**src/sv/pfcst_pkg.sv**
```systemverilog
package pfcst_pkg;

  localparam int unsigned SLOTS  = 8;
  localparam int unsigned IDX_W  = (SLOTS > 1) ? $clog2(SLOTS) : 1;
  localparam int unsigned QDEPTH = 2;
  localparam int unsigned QPTR_W = (QDEPTH > 1) ? $clog2(QDEPTH) : 1;
  localparam int unsigned QCNT_W = $clog2(QDEPTH + 1);

  typedef enum logic [2:0] {
    V_FULL   = 3'd0,
    V_AHEAD  = 3'd1,
    V_ACCEPT = 3'd2,
    V_LAST   = 3'd3,
    V_DUP    = 3'd4
  } verdict_e;

  typedef enum logic [1:0] {
    ST_IDLE,
    ST_SCAN,
    ST_DECIDE
  } back_state_e;

  typedef struct packed {
    logic [31:0]        ip;
    logic [15:0]        port;
    logic signed [31:0] chunk;
    logic               last;
  } item_t;

  // Low three bits of a slot number, zero-extended when the index is narrower.
  function automatic logic [2:0] to_slot_index(input logic [IDX_W-1:0] idx);
    logic [IDX_W+2:0] wide;
    wide = {3'b000, idx};
    return wide[2:0];
  endfunction

endpackage

```
**src/sv/pfcst_front.sv**
```systemverilog
module pfcst_front (
  input  logic             clk_i,
  input  logic             rst_ni,
  input  logic             push_i,
  input  pfcst_pkg::item_t push_item_i,
  output logic             full_o,
  input  logic             pop_i,
  output logic             valid_o,
  output pfcst_pkg::item_t item_o
);

  localparam logic [pfcst_pkg::QPTR_W-1:0] PtrLast = pfcst_pkg::QPTR_W'(pfcst_pkg::QDEPTH - 1);
  localparam logic [pfcst_pkg::QCNT_W-1:0] CntFull = pfcst_pkg::QCNT_W'(pfcst_pkg::QDEPTH);

  pfcst_pkg::item_t                  mem_q [pfcst_pkg::QDEPTH];
  logic [pfcst_pkg::QPTR_W-1:0]      wr_ptr_q, wr_ptr_d;
  logic [pfcst_pkg::QPTR_W-1:0]      rd_ptr_q, rd_ptr_d;
  logic [pfcst_pkg::QCNT_W-1:0]      cnt_q, cnt_d;
  logic                              do_push, do_pop;

  assign full_o  = (cnt_q == CntFull);
  assign valid_o = (cnt_q != '0);
  assign item_o  = mem_q[rd_ptr_q];
  assign do_push = push_i && !full_o;
  assign do_pop  = pop_i && valid_o;

  always_comb begin
    wr_ptr_d = wr_ptr_q;
    rd_ptr_d = rd_ptr_q;
    cnt_d    = cnt_q;
    if (do_push) begin
      wr_ptr_d = (wr_ptr_q == PtrLast) ? '0 : wr_ptr_q + 1'b1;
    end
    if (do_pop) begin
      rd_ptr_d = (rd_ptr_q == PtrLast) ? '0 : rd_ptr_q + 1'b1;
    end
    case ({do_push, do_pop})
      2'b10:   cnt_d = cnt_q + 1'b1;
      2'b01:   cnt_d = cnt_q - 1'b1;
      default: cnt_d = cnt_q;
    endcase
  end

  always_ff @(posedge clk_i or negedge rst_ni) begin
    if (!rst_ni) begin
      wr_ptr_q <= '0;
      rd_ptr_q <= '0;
      cnt_q    <= '0;
    end else begin
      wr_ptr_q <= wr_ptr_d;
      rd_ptr_q <= rd_ptr_d;
      cnt_q    <= cnt_d;
    end
  end

  always_ff @(posedge clk_i) begin
    if (do_push) begin
      mem_q[wr_ptr_q] <= push_item_i;
    end
  end

endmodule

```
**src/sv/pfcst_back.sv**
```systemverilog
module pfcst_back (
  input  logic             clk_i,
  input  logic             rst_ni,
  input  logic             q_valid_i,
  input  pfcst_pkg::item_t q_item_i,
  output logic             q_pop_o,
  output logic             done_o,
  output logic [2:0]       verdict_o,
  output logic             send_ack_o,
  output logic [2:0]       slot_index_o
);

  localparam int unsigned IW = pfcst_pkg::IDX_W;
  localparam logic [IW-1:0] IdxLast = IW'(pfcst_pkg::SLOTS - 1);

  pfcst_pkg::back_state_e state_q, state_d;
  pfcst_pkg::item_t       item_q;

  logic [31:0] ip_mem   [pfcst_pkg::SLOTS];
  logic [15:0] port_mem [pfcst_pkg::SLOTS];
  logic [31:0] cnt_mem  [pfcst_pkg::SLOTS];
  logic [31:0] rd_ip_q;
  logic [15:0] rd_port_q;
  logic [31:0] rd_cnt_q;

  logic [pfcst_pkg::SLOTS-1:0] free_q, free_d;
  logic [IW-1:0] issue_q, issue_d;
  logic          issue_done_q, issue_done_d;
  logic          cmp_vld_q, cmp_vld_d;
  logic [IW-1:0] cmp_idx_q;
  logic [IW-1:0] spare_q, spare_d, spare_nx;
  logic          spare_vld_q, spare_vld_d, spare_vld_nx;
  logic [IW-1:0] slot_q, slot_d;
  logic [31:0]   count_q, count_d;
  logic          claim_q, claim_d;
  logic          found_q, found_d;

  logic          hit, scan_end, cmp_free;
  logic [32:0]   next33, chunk33;
  logic          ahead, equal;

  logic          wr_en;
  logic [31:0]   wr_cnt;
  pfcst_pkg::verdict_e res_verdict;
  logic          res_ack;
  logic [2:0]    res_slot;

  logic          done_q;
  logic [2:0]    verdict_q;
  logic          ack_q;
  logic [2:0]    slot_idx_q;

  assign cmp_free = free_q[cmp_idx_q];
  assign hit      = cmp_vld_q && !cmp_free && (rd_ip_q == item_q.ip)
                    && (rd_port_q == item_q.port);
  assign scan_end = cmp_vld_q && (hit || (cmp_idx_q == IdxLast));
  assign spare_vld_nx = spare_vld_q || (cmp_vld_q && cmp_free);
  assign spare_nx     = (cmp_vld_q && cmp_free) ? cmp_idx_q : spare_q;

  // Compare against count+1 in 33-bit signed arithmetic.
  assign next33  = {count_q[31], count_q} + 33'd1;
  assign chunk33 = {item_q.chunk[31], item_q.chunk};
  assign ahead   = $signed(chunk33) > $signed(next33);
  assign equal   = (chunk33 == next33);

  // Next state
  always_comb begin
    state_d = state_q;
    case (state_q)
      pfcst_pkg::ST_IDLE: begin
        if (q_valid_i) state_d = pfcst_pkg::ST_SCAN;
      end
      pfcst_pkg::ST_SCAN: begin
        if (scan_end) state_d = pfcst_pkg::ST_DECIDE;
      end
      pfcst_pkg::ST_DECIDE: state_d = pfcst_pkg::ST_IDLE;
      default:              state_d = pfcst_pkg::ST_IDLE;
    endcase
  end

  // Outputs of the state machine
  always_comb begin
    q_pop_o     = 1'b0;
    wr_en       = 1'b0;
    wr_cnt      = '0;
    res_verdict = pfcst_pkg::V_FULL;
    res_ack     = 1'b0;
    res_slot    = '0;
    case (state_q)
      pfcst_pkg::ST_IDLE: q_pop_o = q_valid_i;
      pfcst_pkg::ST_SCAN: ;
      pfcst_pkg::ST_DECIDE: begin
        if (found_q) begin
          res_slot = pfcst_pkg::to_slot_index(slot_q);
          if (ahead) begin
            res_verdict = pfcst_pkg::V_AHEAD;
          end else if (equal) begin
            res_verdict = item_q.last ? pfcst_pkg::V_LAST : pfcst_pkg::V_ACCEPT;
            res_ack     = 1'b1;
          end else begin
            res_verdict = pfcst_pkg::V_DUP;
            res_ack     = 1'b1;
          end
          wr_en  = claim_q || equal;
          wr_cnt = equal ? next33[31:0] : '0;
        end
      end
      default: ;
    endcase
  end

  // Scan bookkeeping
  always_comb begin
    issue_d      = issue_q;
    issue_done_d = issue_done_q;
    cmp_vld_d    = (state_q == pfcst_pkg::ST_SCAN) && !issue_done_q;
    spare_d      = spare_q;
    spare_vld_d  = spare_vld_q;
    slot_d       = slot_q;
    count_d      = count_q;
    claim_d      = claim_q;
    found_d      = found_q;
    free_d       = free_q;
    if (state_q == pfcst_pkg::ST_IDLE) begin
      issue_d      = '0;
      issue_done_d = 1'b0;
      spare_vld_d  = 1'b0;
    end
    if (state_q == pfcst_pkg::ST_SCAN) begin
      if (!issue_done_q) begin
        issue_d      = (issue_q == IdxLast) ? issue_q : issue_q + 1'b1;
        issue_done_d = (issue_q == IdxLast);
      end
      if (cmp_vld_q) begin
        spare_d     = spare_nx;
        spare_vld_d = spare_vld_nx;
      end
      if (scan_end) begin
        found_d = hit || spare_vld_nx;
        slot_d  = hit ? cmp_idx_q : spare_nx;
        count_d = hit ? rd_cnt_q : '0;
        claim_d = !hit;
      end
    end
    if (state_q == pfcst_pkg::ST_DECIDE && found_q) begin
      if (equal && item_q.last) begin
        free_d[slot_q] = 1'b1;
      end else if (claim_q) begin
        free_d[slot_q] = 1'b0;
      end
    end
  end

  always_ff @(posedge clk_i or negedge rst_ni) begin
    if (!rst_ni) begin
      state_q      <= pfcst_pkg::ST_IDLE;
      free_q       <= '1;
      issue_q      <= '0;
      issue_done_q <= 1'b0;
      cmp_vld_q    <= 1'b0;
      spare_vld_q  <= 1'b0;
      found_q      <= 1'b0;
      claim_q      <= 1'b0;
      done_q       <= 1'b0;
    end else begin
      state_q      <= state_d;
      free_q       <= free_d;
      issue_q      <= issue_d;
      issue_done_q <= issue_done_d;
      cmp_vld_q    <= cmp_vld_d;
      spare_vld_q  <= spare_vld_d;
      found_q      <= found_d;
      claim_q      <= claim_d;
      done_q       <= (state_q == pfcst_pkg::ST_DECIDE);
    end
  end

  always_ff @(posedge clk_i) begin
    if (q_pop_o) begin
      item_q <= q_item_i;
    end
    cmp_idx_q  <= issue_q;
    spare_q    <= spare_d;
    slot_q     <= slot_d;
    count_q    <= count_d;
    verdict_q  <= res_verdict;
    ack_q      <= res_ack;
    slot_idx_q <= res_slot;
  end

  // Slot tables: one read port on the scan index, one write port on the chosen slot
  always_ff @(posedge clk_i) begin
    rd_ip_q   <= ip_mem[issue_q];
    rd_port_q <= port_mem[issue_q];
    rd_cnt_q  <= cnt_mem[issue_q];
    if (wr_en) begin
      ip_mem[slot_q]   <= item_q.ip;
      port_mem[slot_q] <= item_q.port;
      cnt_mem[slot_q]  <= wr_cnt;
    end
  end

  assign done_o       = done_q;
  assign verdict_o    = verdict_q;
  assign send_ack_o   = ack_q;
  assign slot_index_o = slot_idx_q;

endmodule

```
**src/sv/per_flow_chunk_sequence_tracker.sv**
```systemverilog
// Channel   Direction  Handshake              Fields
// header    in         start / busy           source_ip_i, source_port_i, chunk_number_i, is_last_i
// result    out        done_o strobe, 1 cycle  verdict_o, send_ack_o, slot_index_o
//
// In the back end a header is loaded from the queue, the table is scanned slot by slot
// through the registered read port, and the verdict is decided and the slot written back.
// A hit ends the scan early. A two-entry queue takes headers while the back end works;
// busy is high only while that queue is full. Reset frees all slots at once.
// The result register is shown for one cycle; the receiver cannot stall it.
module per_flow_chunk_sequence_tracker (
  input  logic        clk_i,
  input  logic        rst_ni,
  input  logic        start,
  output logic        busy,
  input  logic [31:0] source_ip_i,
  input  logic [15:0] source_port_i,
  input  logic signed [31:0] chunk_number_i,
  input  logic        is_last_i,
  output logic        done_o,
  output logic [2:0]  verdict_o,
  output logic        send_ack_o,
  output logic [2:0]  slot_index_o
);

  pfcst_pkg::item_t in_item;
  pfcst_pkg::item_t q_item;
  logic             q_valid;
  logic             q_pop;

  assign in_item.ip    = source_ip_i;
  assign in_item.port  = source_port_i;
  assign in_item.chunk = chunk_number_i;
  assign in_item.last  = is_last_i;

  pfcst_front u_front (
    .clk_i       (clk_i),
    .rst_ni      (rst_ni),
    .push_i      (start),
    .push_item_i (in_item),
    .full_o      (busy),
    .pop_i       (q_pop),
    .valid_o     (q_valid),
    .item_o      (q_item)
  );

  pfcst_back u_back (
    .clk_i        (clk_i),
    .rst_ni       (rst_ni),
    .q_valid_i    (q_valid),
    .q_item_i     (q_item),
    .q_pop_o      (q_pop),
    .done_o       (done_o),
    .verdict_o    (verdict_o),
    .send_ack_o   (send_ack_o),
    .slot_index_o (slot_index_o)
  );

endmodule

```
**config.mk**
```make
export PLATFORM = sky130hd
export DESIGN_NAME = per_flow_chunk_sequence_tracker
export DESIGN_NICKNAME = d
export VERILOG_FILES = /design/src/sv/pfcst_pkg.sv /design/src/sv/pfcst_front.sv /design/src/sv/pfcst_back.sv /design/src/sv/per_flow_chunk_sequence_tracker.sv
export SDC_FILE = /design/constraint.sdc
export NUM_CORES = 1
export LEC_CHECK = 0
export ABC_AREA = 0
export BUFFER_PORTS_ARGS = -buffer_cell sky130_fd_sc_hd__buf_2
export CAP_MARGIN = 40
export CORE_MARGIN = 2
export CORE_UTILIZATION = 40
export DETAILED_ROUTE_END_ITERATION = 6
export HOLD_SLACK_MARGIN = 0.05
export PLACE_DENSITY_LB_ADDON = 0.3
export SLEW_MARGIN = 20
export SYNTH_ARGS = -nofsm -noshare
export SYNTH_HDL_FRONTEND = slang
export SYNTH_SLANG_ARGS = --single-unit
```
**constraint.sdc**
```tcl
create_clock -name clk_i -period 11.82 [get_ports clk_i]
set_input_delay 3.546 -clock clk_i [delete_from_list [all_inputs] [get_ports clk_i]]
set_output_delay 3.546 -clock clk_i [all_outputs]
set_load 0.05 [all_outputs]
```
==> results.md, run 1 <==
CTS:
- The number of levels the H-tree was split into is 3.
- For this design, the CTS-stage hold fixing added 0 buffers.
- TritonCTS built the clock tree.
- The clock insertion delay at the later pin of the skew report is 0.69 ns.
- No sink is reached through more buffers than the 3 on the longest clock path.
- Post-CTS repair changed the size of 0 cells.
- The post-CTS clock slew at the launch and capture registers of the worst setup and hold paths is 0.06 ns.
- The root buffer cell is clkbuf_16.
- The total number of clock tree sinks is 1,034.
- The total setup buffers inserted after CTS is 0.
- Counting the buffers created by CTS gives 102.

Worst setup path:
- In this design, the largest share of critical-path delay is due to simple AND/OR/NAND/NOR gates.
- The signal on the critical path passes through and4_1, and3_1, nor2b_1, nand3_1, xor2_1, ha_1, nand4_1, nor4_1, and2_1, nand3_1, buf_4, inv_1, a21oi_2, buf_6, nor2_4, buf_4, buf_4.
- The most repeated library cell on the critical path is buf_4.
- The number of stages on the worst setup path is 17.
- STA classifies the critical path startpoint as a flip-flop.
- The maximum net fanout on the critical path is 43.
- The slowest stage of the critical path is the buf_4 cell.
- The endpoint required time on the critical path is 12.12 ns.
- The number of cells on the worst reg-to-reg path is 17.
- The largest incremental delay on the critical path is 0.73 ns.
- The data arrival time of the critical path is 5.95 ns.
- The worst setup path is captured at a flip-flop.
- The critical setup path kind is reg -> reg.
- The number of buffers and inverters on the critical path is 5.

Synthesis:
- The post-synthesis register bit count is 1,034.
- In this run, synthesis inferred 921 flip-flops with an integrated enable.
- In the synthesized netlist the async set-or-reset flop fraction comes to 0.0222.
- The count of yosys warnings during synthesis is 0.
- The average cell area after synthesis is 20.9 um2.
- Synthesis produced a netlist with a net count of 1,960.
- Yosys mapped the design onto 46 distinct sky130hd cell types.
- The combined area of all synthesized cells is 38,500 um2.
- The leading register cell type out of synthesis is edfxtp_1.
- The synthesized netlist cell count is 1,839.
- Of the synthesized area, sequential elements account for 0.780.

Timing:
- The count of endpoints failing hold in the final timing report was 0.
- Setup repair after global routing left no endpoint under its margin.
- In the final timing run, aggregate negative setup slack is 0 ns.
- The post-route clock skew is 0.0593 ns.
- Based on the critical path, the design can be clocked at up to 177 MHz.
- The final-report max-slew violation count is 0.
- The worst slew slack as a fraction of its limit is 0.434.
- The post-layout minimum cycle time is 5.66 ns.
- Dividing the final minimum period by the clock period gives 0.479.
- Setup violations remaining at the end of the flow were counted as 0.
- The tightest hold path in the finished design has a slack of 0.481 ns.
- At the pin with the least slew margin, the transition time is 0.849 ns.
- The post-layout worst setup margin is 6.16 ns.

Power and ir drop:
- The portion of total power attributed to combinational logic is 0.163.
- The clock group share of total power is 0.331.
- Of the total power, registers draw 0.506.
- The internal power of the cells is 0.00708 W.
- The leakage power is 13.7 nW.
- The worst voltage drop across the vdd grid is 0.139 mV.
- The switching power is 0.00245 W.
- For this design the ratio of total power to cell area is 215 nW/um2.
- The design draws 0.00953 W.
- Of the total power, the share spent switching nets is 0.257.

Die:
- The area of the placeable core is 95,200 um2.
- The y dimension of the die is 314 um.
- The initial core utilization is 0.405.
- The number of top-level design ports is 93.
- The die footprint is 98,800 um2.
- Row generation in the floorplan step produced 113 rows.
- From left edge to right edge, the die measures 314 um.

Routing:
- The detailed-route DRC error count is 0.
- The antenna violation net count after detailed routing is 0.
- The first-pass iteration count of the detailed router is 7.
- The routed wire length is 75,400 um.
- The detailed router finished its first iteration with 1,374 violations.
- The wire length per cell after detailed routing is 22.4 um.
- The number of vias per cell is 5.15.
- The count of vias placed by the detailed router is 17.4k.

Layout:
- Of the cells placed in the final design, the portion with a size suffix greater than 1 is 0.304.
- The antenna diode count is 0.
- From synthesis to final layout, the design area changed by 15.1%.
- The final layout contains 2,139 nets.

Hold path:
- Counting instances, the worst hold path has a depth of 1.
- The type of the most critical hold path is reg -> reg.

Global routing:
- The total congestion overflow is 0.
- The first-pass GRT wire length is 115,000 um.
- Entering global routing, the biggest net connects 56 pins.
- The via count of the first global-routing pass is 18.8k.
- The number of antenna violations at the first check in global routing is 1.
- The overall routing resource usage is 0.154.

Flow run:
- The number of violations of the max-capacitance limit is 0.

Placement:
- Timing analysis after detailed placement gives a worst setup slack of 6.20 ns.
- The congestion estimate from routability-driven global placement came to 0.799.
- The number of buffers inserted by port buffering is 92.
- The detailed placement HPWL is 45,700 um.

Run status:
- The run finished with clean final reports.
[synthesized netlist by cell type, types with 2 or more instances]
library cell	number	area, um2
nand3_1	17	85.1
and4_1	3	26.3
mux4_2	161	3630
edfxtp_1	921	27700
a21oi_1	21	105
xnor2_1	36	315
or3b_2	2	17.5
dfxtp_1	90	1800
nand4_1	20	125
a221o_1	2	20.0
a211oi_1	3	22.5
nand3b_1	3	22.5
buf_6	2	22.5
o21a_1	4	30.0
nor2b_1	6	37.5
dfstp_2	8	210
nor3_1	8	40.0
xor2_1	38	333
nand2b_1	3	18.8
nor4_1	9	56.3
o22ai_1	3	18.8
a22o_1	2	17.5
nor2_1	64	240
clkbuf_2	2	10.0
o21ai_0	27	135
nand2_1	32	120
ha_1	37	463
and3_1	3	18.8
and2_1	37	231
o221ai_1	2	17.5
dfrtp_1	15	375
inv_1	20	75.1
mux2_2	169	1900
buf_1	12	45.0
clkbuf_1	46	173
[routing by layer]
metal | up-vias | share of wire | track usage
met5 | - | 0.00017 | 0
met1 | 9160 | 0.44 | 0.206
li1 | 7749 | - | -
met3 | 103 | 0.041 | 0.0240
met2 | 362 | 0.50 | 0.261
met4 | 2 | 0.021 | 0.0473
[through the flow]
| step | utilization | instance area (um2) | cells |
|---|---|---|---|
| after floorplan | - | 38500 | 1839 |
| after global placement | 0.427 | 40600 | 3161 |
| after detailed placement | 0.431 | 41000 | 3178 |
| after CTS | 0.466 | 44300 | 3370 |
| after global routing | 0.466 | 44300 | 3371 |
| final | 0.466 | 44300 | 3371 |
[sequential cells by signal, summed over array words and instances, names as in the netlist, 32 cells and up, named ones only]
register         flops
u_back.rd_cnt_q     32
u_back.count_q      32
u_back.port_mem    128
u_front.mem_q      162
u_back.item_q       49
u_back.chunk33      32
u_back.rd_ip_q      32
u_back.cnt_mem     256
u_back.ip_mem      256
[worst register-to-register path, stage by stage, from the launching register on]
cell and delay (ns):
edfxtp_1 0.43, and4_1 0.35, and3_1 0.30, nor2b_1 0.28, nand3_1 0.22, xor2_1 0.21, ha_1 0.31, nand4_1 0.19
nor4_1 0.57, and2_1 0.26, nand3_1 0.09, buf_4 0.28, inv_1 0.15, a21oi_2 0.09, buf_6 0.19, nor2_4 0.09
buf_4 0.54, buf_4 0.75
[power groups by stage]
stage / Sequential, W / Clock, W / Combinational [W]
after floorplan: 0.00470 / 0 / 0.00125
after global placement: 0.00489 / 0 / 0.00152
after detailed placement: 0.00491 / 0 / 0.00159
after CTS: 0.00483 / 0.00324 / 0.00160
after global routing: 0.00488 / 0.00338 / 0.00170
final: 0.00482 / 0.00316 / 0.00155
[cell type report]
cell class                 instances  area [um2]
clock buffer                     151        2830
clock inverter                    41         497
fill                            7749       50800
inverter                          20        76.3
multi-input combinational        723        8230
sequential                      1034       30100
tap                             1265        1580
timing repair buffer             137        1070
[cell families after synthesis]
logic type	after synthesis	share of synthesized area
AO/OA/AOI/OAI	71	0.0110
multiplexers	331	0.144
buffers and inverters	82	0.00844
adder cells (fa/ha/maj)	37	0.0120
flip-flops	1034	0.780
AND/OR/NAND/NOR	210	0.0276
XOR/XNOR	74	0.0168
[final timing paths]
check	startpoint	end	slack, ns
setup reg to reg	u_back.count_q[2]	u_back.port_mem[5][12]	6.16
hold reg to reg	u_back.issue_done_q	u_back.cmp_vld_q	0.48
max in group asynchronous	rst_ni	u_back.issue_q[2]	8.49
setup / recovery	u_back.count_q[2]	u_back.port_mem[5][12]	6.16
min in group asynchronous	rst_ni	u_front.cnt_q[1]	2.87
hold / removal	u_back.issue_done_q	u_back.cmp_vld_q	0.48
[cells in the final DEF, fill, tap and decap left out, types with 10 or more instances in the layout]
cell type  netlist  routed
clkbuf_16        0     102
buf_16           0      10
xnor2_1         36      36
nand3_1         17      17
xor2_1          38      38
mux2_2         169     169
nand4_1         20      20
nand2_1         32      32
dfrtp_1         15      11
dfxtp_1         90      90
clkinv_2         0      18
clkbuf_1        46      40
mux4_2         161     161
buf_2            0      93
o21ai_0         27      27
edfxtp_1       921     921
a21oi_1         21      20
nor2_1          64      55
and2_1          37      37
ha_1            37      37
buf_4            0      27
inv_1           20      19
Power figures use the tool's default switching activity.
==> run 2: changes to the inputs <==
--- a/config.mk
+++ b/config.mk
@@ -5,7 +5,7 @@
 export SDC_FILE = /design/constraint.sdc
 export NUM_CORES = 1
 export LEC_CHECK = 0
-export ABC_AREA = 0
+export ABC_AREA = 1
 export BUFFER_PORTS_ARGS = -buffer_cell sky130_fd_sc_hd__buf_2
 export CAP_MARGIN = 40
 export CORE_MARGIN = 2
==> constraint.sdc (replaced) <==
create_clock -name clk_i -period 4.6 [get_ports clk_i]
set_input_delay 1.38 -clock clk_i [delete_from_list [all_inputs] [get_ports clk_i]]
set_output_delay 1.38 -clock clk_i [all_outputs]
set_load 0.05 [all_outputs]
==> results.md, run 2 <==
Run status:
- The run finished with clean final reports.

Timing:
- Setup repair after global routing left no endpoint under its margin.
- The final count of negative-setup-slack endpoints was 0 (unchanged).
- The post-layout minimum cycle time is 4.26 ns (-1.40 ns).
- The highest clock frequency the design can meet was 235 MHz (+33%).
- The post-route clock skew is 0.0218 ns (-0.0375 ns).
- The count of endpoints failing hold in the final timing report came to 0 (unchanged).
- The worst slew slack as a fraction of its limit is 0.380 (-0.0542).
- The worst hold slack came to 0.471 ns (-0.00984 ns).
- The final-report max-slew violation count is 0 (unchanged).
- The worst-margin pin slew was 0.930 ns (+0.0812 ns).
- The share of the cycle needed by the critical path after routing is 0.926 (+0.448).

Synthesis:
- The number of unique standard cell types used by synthesis came to 44 (-4.3%).
- The post-synthesis sequential area ratio is 0.742 (-0.0376).
- The combined area of all synthesized cells is 40,500 um2 (+5.1%).
- The share of the synthesized area in the top cell type came to 0.683 (-0.0346).
- The number of enable-type register cells in the synthesized netlist is 921 (unchanged).
- In the post-synthesis netlist, the cell with the most instances is edfxtp_1.
- The average cell area after synthesis is 12.1 um2 (-42%).
- The library cell with the largest summed area after synthesis is edfxtp_1.
- The post-synthesis net count came to 3,464 (+77%).
- In the synthesized netlist the dominant register cell turns out to be edfxtp_1.
- In the synthesized netlist, the cells that appear most often are edfxtp_1 (921), nor2_1 (740), nand2_1 (523).
- The fraction of synthesis flops using an asynchronous set or reset pin is 0.0222 (unchanged).
- The count of yosys warnings during synthesis came to 0 (unchanged).
- The synthesized netlist cell count was 3,343 (+82%).
- The post-synthesis register bit count was 1,034 (unchanged).
- By area the synthesized netlist is led by edfxtp_1 (68%), nor2_1 (6.9%), nand2_1 (4.9%), dfxtp_1 (4.5%), o21ai_0 (4.4%).

Layout:
- The largest registers in the layout are u_back.cnt_mem x256, u_back.ip_mem x256, u_front.mem_q x162.
- The library cell used most frequently in the layout, excluding fill and tap cells, is edfxtp_1.
- The fraction of the core area covered by cells at the end of the flow is 0.466 (about the same).
- In the layout the commonest cells are edfxtp_1 (921), nor2_1 (730), nand2_1 (523), o21ai_0 (354), inv_1 (181).
- The count of filler cells inserted in the layout came to 8,827 (+14%).
- The share of layout cells above drive strength 1 came to 0.106 (-0.198).
- The final net count came to 3,583 (+68%).
- From synthesis to final layout, the design area changed by 15.4%.

Global routing:
- The number of antenna violations at the first check in global routing was 2 (+1).
- The largest net degree at the start of global routing is 177 (+220%).
- The total congestion overflow came to 0 (unchanged).
- The first-pass GRT wire length is 142,000 um (+23%).
- The via count of the first global-routing pass is 24.0k (+28%).
- The overall routing resource usage came to 0.178 (+0.0241).

Worst setup path:
- The kind of end point of the critical path is a flip-flop.
- The endpoint required time on the critical path came to 4.96 ns (-7.16 ns).
- STA classifies the critical path startpoint as a flip-flop.
- The length in cells of the worst reg-to-reg path was 21 (+4).
- The worst setup path is of the reg -> reg kind.
- The maximum net fanout on the critical path is 15 (-65%).
- The data arrival time of the critical path came to 4.62 ns (-1.33 ns).

Hold path:
- The path class of the tightest hold or removal check is reg -> reg.
- The instance count along the most critical hold path is 1 (unchanged).

CTS:
- The total setup buffers inserted after CTS is 0 (unchanged).
- The total number of clock tree sinks is 1,034 (unchanged).
- Clock tree synthesis selected as its root buffer the cell clkbuf_16.
- The post-CTS clock slew at the launch and capture registers of the worst setup and hold paths is 0.07 ns (about the same).
- The clock insertion delay at the later pin of the skew report is 0.68 ns (about the same).
- The number of levels the H-tree was split into is 3 (unchanged).
- The quantity of gates resized following cts was 0 (unchanged).
- The CTS buffer count is 105 (+2.9%).
- The maximum number of buffers from clock root to sink came to 3 (unchanged).
- The number of hold buffers added after cts came to 0 (unchanged).
- TritonCTS built the clock tree.

Power and ir drop:
- The portion of total power attributed to combinational logic is 0.227 (+0.064).
- The internal power of the cells was 0.0194 W (+170%).
- The clock group share of total power came to 0.325 (-0.006).
- The total power density per cell area is 611 nW/um2 (+180%).
- The switching power came to 0.00912 W (+270%).
- The sequential share of power is 0.447 (-0.059).
- The leakage power was 16.6 nW (+21%).
- The net switching fraction of the power is 0.319 (+0.0624).
- The worst voltage drop across the vdd grid is 0.463 mV (+230%).

Routing:
- The detailed-route DRC error count came to 0 (unchanged).
- The number of vias per cell came to 5.08 (-1.4%).
- The wire length per cell after detailed routing is 19.1 um (-15%).
- The count of vias placed by the detailed router is 24.7k (+42%).
- The routed wire length is 92,500 um (+23%).
- The first-pass iteration count of the detailed router is 5 (-2).
- The detailed router's first-iteration violation count is 2,274 (+66%).
- The antenna violation net count after detailed routing is 0 (unchanged).

Die:
- The row count is 116 (+2.7%).
- The area of the placeable core is 100,000 um2 (+5.2%).
- The initial core utilization is 0.404 (-0.000697).
- The die footprint was 104,000 um2 (+5.0%).
- The y dimension of the die was 322 um (+2.5%).
- The width of the die is 322 um (+2.5%).
- The number of top-level design ports came to 93 (unchanged).

Placement:
- The final weighted congestion in routability-driven placement is 0.860 (+7.5%).
- The detailed placement HPWL is 55,600 um (+22%).
- The number of buffers inserted by port buffering is 92 (unchanged).

Flow run:
- The number of violations of the max-capacitance limit came to 0 (unchanged).
## run 2: cell families after synthesis
| kind of cell | count (synthesis) | share of synthesized area |
|---|---|---|
| xor gates and xnor gates | 35 | 0.00776 |
| AOI/OAI and AO/OA | 539 | 0.0721 |
| adders and majority gates | 37 | 0.0114 |
| buffers and inverters | 336 | 0.0331 |
| DFF | 1034 | 0.742 |
| and+or+nand+nor | 1362 | 0.133 |
## run 2: power by group through the flow
stage | clock, W | sequential, W | combinational, W
6_report | 0.00929 | 0.0128 | 0.00649
4_1_cts | 0.00946 | 0.0128 | 0.00656
5_1_grt | 0.00984 | 0.0129 | 0.00735
2_1_floorplan | 0 | 0.0125 | 0.00467
3_5_place_dp | 0 | 0.0130 | 0.00653
3_3_place_gp | 0 | 0.0130 | 0.00643
## run 2: path summary, 6_finish.rpt
| kind | startpoint | end | slack (ns) |
|---|---|---|---|
| worst max-delay path | u_back.count_q[0] | u_back.cnt_mem[4][17] | 0.34 |
| worst min-delay path | u_back.issue_done_q | u_back.cmp_vld_q | 0.47 |
| worst max register to register | u_back.count_q[0] | u_back.cnt_mem[4][17] | 0.34 |
| worst min register to register | u_back.issue_done_q | u_back.cmp_vld_q | 0.47 |
| max in group asynchronous | rst_ni | u_front.rd_ptr_q | 3.28 |
| min in group asynchronous | rst_ni | u_back.issue_q[1] | 0.78 |
## run 2: cell type report
| type | count | area, um2 | share of cell area |
|---|---|---|---|
| flip-flops and latches | 1034 | 30100 | 0.643 |
| multi-input cells | 1973 | 9180 | 0.197 |
| clock buffers | 136 | 2840 | 0.0607 |
| well taps | 1298 | 1620 | 0.0348 |
| repair buffers | 159 | 1320 | 0.0282 |
| clock inverters | 63 | 970 | 0.0208 |
| inverters | 189 | 723 | 0.0155 |
| diodes | 2 | 5.00 | 0.000107 |
## run 2: stage by stage
stage               setup WS, ns  area, um2  std cells  power, W  TNS [ns]
floorplan                 -0.884      40500       3343    0.0171   -143.16
global placement           0.480      42800       4649    0.0194         0
CTS                        0.326      46700       4852    0.0288         0
finish                     0.339      46700       4854    0.0286         0
detailed placement         0.349      42900       4653    0.0195         0
global route              0.0551      46700       4852    0.0301         0
## run 2: critical path, cell delays in order, from the launching register on
cell	delay (ns)
edfxtp_1	0.39
ha_1	0.22
nand2_2	0.10
nor2_8	0.14
nand2_4	0.08
nor2_4	0.14
nand4_4	0.12
nor2_4	0.14
nand2_2	0.09
nor2_4	0.11
xor2_2	0.08
ha_1	0.32
nand2_1	0.06
nor2_1	0.20
nand2_1	0.10
inv_1	0.08
nand4_2	0.15
nor2_4	0.23
a21oi_2	0.15
buf_6	0.20
nor2_4	0.44
buf_4	0.37
## run 2: routing by layer
metal	share of wire	routed length [um]	track usage
met2	0.47	43700	0.289
met4	0.016	1520	0.0458
met3	0.056	5190	0.0286
met5	0	0	0
met1	0.46	42100	0.251
